**src/design/cht_pkg.sv**
```systemverilog
// Shared types and constants for the cuckoo hash table unit.
package cht_pkg;

    localparam int unsigned KEY_W   = 64;
    localparam int unsigned VAL_W   = 16;
    localparam int unsigned SLOT_W  = 13;
    localparam int unsigned ENTRY_W = KEY_W + VAL_W;

    localparam logic REQ_INSERT = 1'b0;
    localparam logic REQ_LOOKUP = 1'b1;

    typedef enum logic [6:0] {
        ST_CLEAR     = 7'b0000001,
        ST_IDLE      = 7'b0000010,
        ST_LK_FIRST  = 7'b0000100,
        ST_LK_CMP1   = 7'b0001000,
        ST_LK_CMP2   = 7'b0010000,
        ST_INS_READ  = 7'b0100000,
        ST_INS_WRITE = 7'b1000000
    } cht_state_t;

    typedef enum logic [1:0] {
        RD_FIRST  = 2'd0,
        RD_SECOND = 2'd1,
        RD_SLOT   = 2'd2
    } rd_sel_t;

    typedef struct packed {
        logic    load;
        rd_sel_t rd_sel;
        logic    mem_wr;
        logic    clear_wr;
        logic    advance;
        logic    res_valid;
        logic    res_lookup;
        logic    res_ovf;
    } cht_cmd_t;

    typedef struct packed {
        logic in_key_zero;
        logic match;
        logic old_empty;
        logic clear_last;
    } cht_status_t;

endpackage

```
**src/design/cht_controller.sv**
```systemverilog
// Controller of the cuckoo hash table: clearing sweep, lookup and eviction walk sequencing.
module cht_controller
    import cht_pkg::*;
#(
    parameter int unsigned MAX_KICKS = 64
)
(
    input  logic        clk,
    input  logic        rst_n,
    input  logic        start,
    input  logic        req_type,
    input  cht_status_t status,
    output cht_cmd_t    cmd,
    output logic        busy
);

    localparam int unsigned KW = $clog2(MAX_KICKS + 1);

    cht_state_t      state_reg, state_next;
    logic [KW-1:0]   kick_reg,  kick_next;
    logic            last_kick;

    assign last_kick = (kick_reg == KW'(MAX_KICKS - 1));
    assign busy      = (state_reg != ST_IDLE);

    always_comb
    begin
        state_next = state_reg;
        kick_next  = kick_reg;
        cmd        = '0;
        cmd.rd_sel = RD_SLOT;
        case (state_reg)
            ST_CLEAR:
            begin
                cmd.clear_wr = 1'b1;
                if (status.clear_last)
                begin
                    state_next = ST_IDLE;
                end
            end
            ST_IDLE:
            begin
                if (start)
                begin
                    if (status.in_key_zero)
                    begin
                        cmd.res_valid = 1'b1;
                    end
                    else
                    begin
                        cmd.load   = 1'b1;
                        kick_next  = '0;
                        state_next = (req_type == REQ_LOOKUP) ? ST_LK_FIRST : ST_INS_READ;
                    end
                end
            end
            ST_LK_FIRST:
            begin
                cmd.rd_sel = RD_FIRST;
                state_next = ST_LK_CMP1;
            end
            ST_LK_CMP1:
            begin
                if (status.match)
                begin
                    cmd.res_valid  = 1'b1;
                    cmd.res_lookup = 1'b1;
                    state_next     = ST_IDLE;
                end
                else
                begin
                    cmd.rd_sel = RD_SECOND;
                    state_next = ST_LK_CMP2;
                end
            end
            ST_LK_CMP2:
            begin
                cmd.res_valid  = 1'b1;
                cmd.res_lookup = 1'b1;
                state_next     = ST_IDLE;
            end
            ST_INS_READ:
            begin
                cmd.rd_sel = RD_SLOT;
                state_next = ST_INS_WRITE;
            end
            ST_INS_WRITE:
            begin
                cmd.mem_wr = 1'b1;
                if (status.old_empty)
                begin
                    cmd.res_valid = 1'b1;
                    state_next    = ST_IDLE;
                end
                else if (last_kick)
                begin
                    cmd.res_valid = 1'b1;
                    cmd.res_ovf   = 1'b1;
                    state_next    = ST_IDLE;
                end
                else
                begin
                    cmd.advance = 1'b1;
                    kick_next   = kick_reg + 1'b1;
                    state_next  = ST_INS_READ;
                end
            end
            default:
            begin
                state_next = ST_IDLE;
            end
        endcase
    end

    always_ff @(posedge clk or negedge rst_n)
    begin
        if (!rst_n)
        begin
            state_reg <= ST_CLEAR;
            kick_reg  <= '0;
        end
        else
        begin
            state_reg <= state_next;
            kick_reg  <= kick_next;
        end
    end

endmodule

```
**config.mk**
```make
export PLATFORM = sky130hd
export DESIGN_NAME = cht_controller
export DESIGN_NICKNAME = d
export VERILOG_FILES = /design/src/design/cht_pkg.sv /design/src/design/cht_controller.sv
export SDC_FILE = /design/constraint.sdc
export NUM_CORES = 1
export LEC_CHECK = 0
export CAP_MARGIN = 0
export CORE_ASPECT_RATIO = 1.1
export CORE_MARGIN = 2
export CORE_UTILIZATION = 45
export CTS_CLUSTER_SIZE = 8
export DETAILED_ROUTE_END_ITERATION = 10
export DONT_BUFFER_PORTS = 1
export PLACE_DENSITY = 0.63
export SYNTH_ARGS = -nofsm -noshare
export SYNTH_HDL_FRONTEND = slang
export SYNTH_SLANG_ARGS = --single-unit
```
**constraint.sdc**
```tcl
create_clock -name clk -period 4.8 [get_ports clk]
set_input_delay 1.2 -clock clk [delete_from_list [all_inputs] [get_ports clk]]
set_output_delay 1.2 -clock clk [all_outputs]
set_load 0.005 [all_outputs]
```
After elaboration in Yosys (flattened, before gate mapping)
Index checks and enable logic that the tools add are counted.
- register bits after elaboration: 14
- input port bits: 8
- output and inout port bits: 10
- logic and storage cells: 52
- $add $sub $neg: 1
- equality and inequality tests: 14
- multiplexer cells: 32
- reductions and logical operators: 3
- operators by type and width (kind ; number):
    $mux 7 ; 8
    $pmux 7 s6 ; 1
    $eq 7x6->1 const B ; 2
    $mux 1 ; 14
    $pmux 7 s2 ; 1
    $mux 6 ; 2
    $ne 2x2->1 const B ; 5
    $add 7x1->7 const B ; 1
    $eq 7x1->1 const B ; 1
    $eq 7x2->1 const B ; 1
    $eq 7x3->1 const B ; 1
    $eq 7x4->1 const B ; 1
    $eq 7x5->1 const B ; 1
    $eq 7x7->1 const B ; 1
    $ne 7x2->1 const B ; 1
    $mux 5 ; 1
    $reduce_and 5->1 ; 1
    $mux 2 ; 2
    $pmux 1 s4 ; 1
    $pmux 2 s2 ; 1
    $reduce_and 3->1 ; 1
    $pmux 1 s2 ; 1
    $reduce_bool 2->1 ; 1

Logic depth before layout (Yosys ltp)
- depth after elaboration: 4
- gate-level depth with buffers: 6
- gate-level depth less buffers: 5

Least setup slack after synthesis
No wires, ideal clock.
- kind: input-to-output
- start point: in status[1] (netlist bit)
- end point: out cmd[2] (netlist bit)
- arrival: 1.928 ns
- data required time: 3.600 ns
- path slack: 1.672 ns
- cell stages on the path: 3
- path buffers: 0
- cells stage by stage: a41oi_4 > nand2b_1 > or3b_1
- RTL lines (what ; line ; RTL):
    from (decl) ; cht_controller.sv:12 ; input cht_status_t status,
    to (decl) ; cht_controller.sv:13 ; output cht_cmd_t cmd,

==> out/qor.yml <==
netlist_instances: 90
dieArea_um2: 2370
synth_top_family_by_area: "simple AND/OR/NAND/NOR gates"
rsz0062_at_grt: "false"
ys_seq_area_share_pct: 39.1
finalPower_uw: 374
cp.required_ns: 3.60
io_pins: 18
grt_max_degree: 15
internal_power_uw: 235
outcome: "completed"
clock-sinks: 14
first_global_vias: 687
gr-total-overflow: 0
cts_tree: "built"
yosys.area_share.adder_pct: 1.39
crit_slowest_cell: "or3b_1"
syn_area_per_cell_um2: 10.0
muxShareOfSynthArea_pct: 2.36
synthArstFlopShare_pct: 100
die_y_um: 50.9
power.share.clock_pct: 23.2
clk_pin_slew_ns: 0.09
vdd_drop_max_uv: 164
synth_cell_type_count: 44
synth_compound_area_share_pct: 19.2
seqPwrFrac_pct: 41.9
period_minus_slack_ns: 3.21
cp-end-kind: "output pin"
wl_per_cell_um: 14.9
relSlewSlack_pct: 76.4
max_cap_viol_count: 0
cts-root-buf: "clkbuf_4"
port_buffers: 0
post-route-period-util_pct: 66.9
post_cts_resized: 0
netlist_area_um2: 900
drt-initial-drc-count: 4
finalWirelength_um: 1770
synth.net_count: 99
dp_hpwl_um: 1380
grt.met3_usage_pct: 5.30
cts_buffer_depth: 2
core_um2: 1840
drive_above_1_share_pct: 15.2
fin_nets: 102
design_area_um2: 953
numCtsBuffers: 3
p_sw_uw: 139
holdBufCountCts: 0
grt_antenna_before_repair: 0
place_area_um2: 917
routed_via_density: 5.92
critPathKind: "in -> out"
grt.busiest_layer: "met2"
yosys.area.top_type: "dfrtp_1"
critical_path.cell_chain: "a41oi_4 > nand2b_1 > or3b_1"
insertion_delay_ns: 0.28
cts_setup_buffers: 0
synth_edf_count: 0
holdCritPathClass: "reg -> reg"
powerDensity_nw_per_um2: 392
cp-start-kind: "input pin"
ys_ff_latch: 14
grt_pass1_wl_um: 3060
met2_usage_pct: 28.7
htreeDepth: 1
synthXorXnorAreaFrac_pct: 0.974
synth_top_area_share_pct: 36.2
cp_slowest_stage_delay_ns: 0.37
num_rows: 16
setup_violations: 0
start_util_pct: 48.8
tightest_slew_ns: 0.353
synth_warnings: 0
met1_usage_pct: 22.2
first_pass_iters: 4
crit_arrival_ns: 2.01
yosys.area_share.simple_pct: 33.2
fin_setup_tns_ns: 0
synth-main-ff-cell: "dfrtp_1"
critPathMaxFanout: 8
drc: 0
dieWidth_um: 46.6
hold_viol_final: 0
p_sw_share_pct: 37.2
num_vias: 704
p_leak_uw: 0.000430
synthTopCellsByArea: "dfrtp_1, and3_1, nor2b_1"
track_usage_pct: 18.1
p_comb_share_pct: 35.0
diodes: 0
report.final.slew_viol_count: 0
antenna_left: 0
fmax_mhz: 311
area_growth_pct: 5.98
gp_congestion: 0.791
clock_skew_ns: 0.00175
-- power groups by stage --
stage,clock network (µW),logic [µW],registers [µW]
CTS,87.8,132,157
global route,99.0,147,160
detailed placement,0,131,159
floorplan,0,111,155
global placement,0,131,158
finish,86.6,131,157
-- critical path, delay by kind of cell --
kind	cells	cell delay (ns)
AND/OR/NAND/NOR	2	0.55
AO/OA/AOI/OAI	1	0.26
-- cells in the final DEF (no fill, tap or decap), types with 2 or more instances in the layout --
cell / Yosys / layout
nor3_1: 3 / 3
clkbuf_4: 0 / 3
nor2b_1: 5 / 5
and2_1: 4 / 4
nor2_1: 6 / 6
and3_1: 5 / 5
inv_1: 3 / 3
dfrtp_1: 13 / 13
a41oi_1: 2 / 2
o211ai_1: 2 / 2
nand4_1: 2 / 2
nand2b_1: 3 / 3
o21ai_0: 2 / 2
nand2_1: 3 / 3
a31oi_1: 4 / 4
nand3_1: 4 / 4
-- per-layer routing --
layer / part of all wire [%] / wire length, µm
met3: 5.1 / 90
met4: 1.2 / 21
met2: 49 / 866
met5: 0 / 0
met1: 45 / 791
-- layout make-up --
type                       count  area, µm²
multi-input combinational     70        514
inverter                       4       17.5
sequential                    14        352
fill                         186        888
tap                           27       33.8
clock buffer                   4       36.3
-- path summary, 6_finish.rpt --
check | start | to | slack [ns] | cells after the start
setup / recovery | status[1] | cmd[2] | 1.59 | 3
min in group asynchronous | rst_n | state_reg[4] | 0.60 | 0
setup reg to reg | state_reg[5] | kick_reg[0] | 3.03 | 4
max in group asynchronous | rst_n | state_reg[0] | 4.03 | 0
hold reg to reg | kick_reg[6] | kick_reg[6] | 0.51 | 1
hold / removal | kick_reg[6] | kick_reg[6] | 0.51 | 1
-- synthesized netlist by cell type, drive strengths merged (2+ instances only) --
| cell | instances |
|---|---|
| nand3 | 5 |
| nor2 | 7 |
| dfrtp | 13 |
| nor3 | 4 |
| a31oi | 4 |
| nand4 | 2 |
| inv | 4 |
| nand2b | 3 |
| nor4 | 2 |
| nand2 | 3 |
| and3 | 5 |
| o211ai | 2 |
| o21ai | 3 |
| and2 | 5 |
| buf | 2 |
| a41oi | 3 |
| nor2b | 5 |
-- through the flow --
stage	setup slack, ns	hold slack, ns	utilization [%]	std cells
after floorplan	1.67	0.462	-	90
after global placement	1.61	0.497	49.8	115
after detailed placement	1.60	0.501	49.8	115
after CTS	1.60	0.521	51.8	119
after global routing	1.56	0.550	51.8	119
final	1.59	0.508	51.8	119
-- cell families (layout without fill, tap and decap cells) --
family,after synthesis,count (layout)
AOI/OAI and AO/OA,21,21
xor gates and xnor gates,1,1
adders and majority gates,1,1
buffers and inverters,6,8
DFF,14,14
muxes,2,2
and+or+nand+nor,45,45
(Power assumes the default switching activity.)
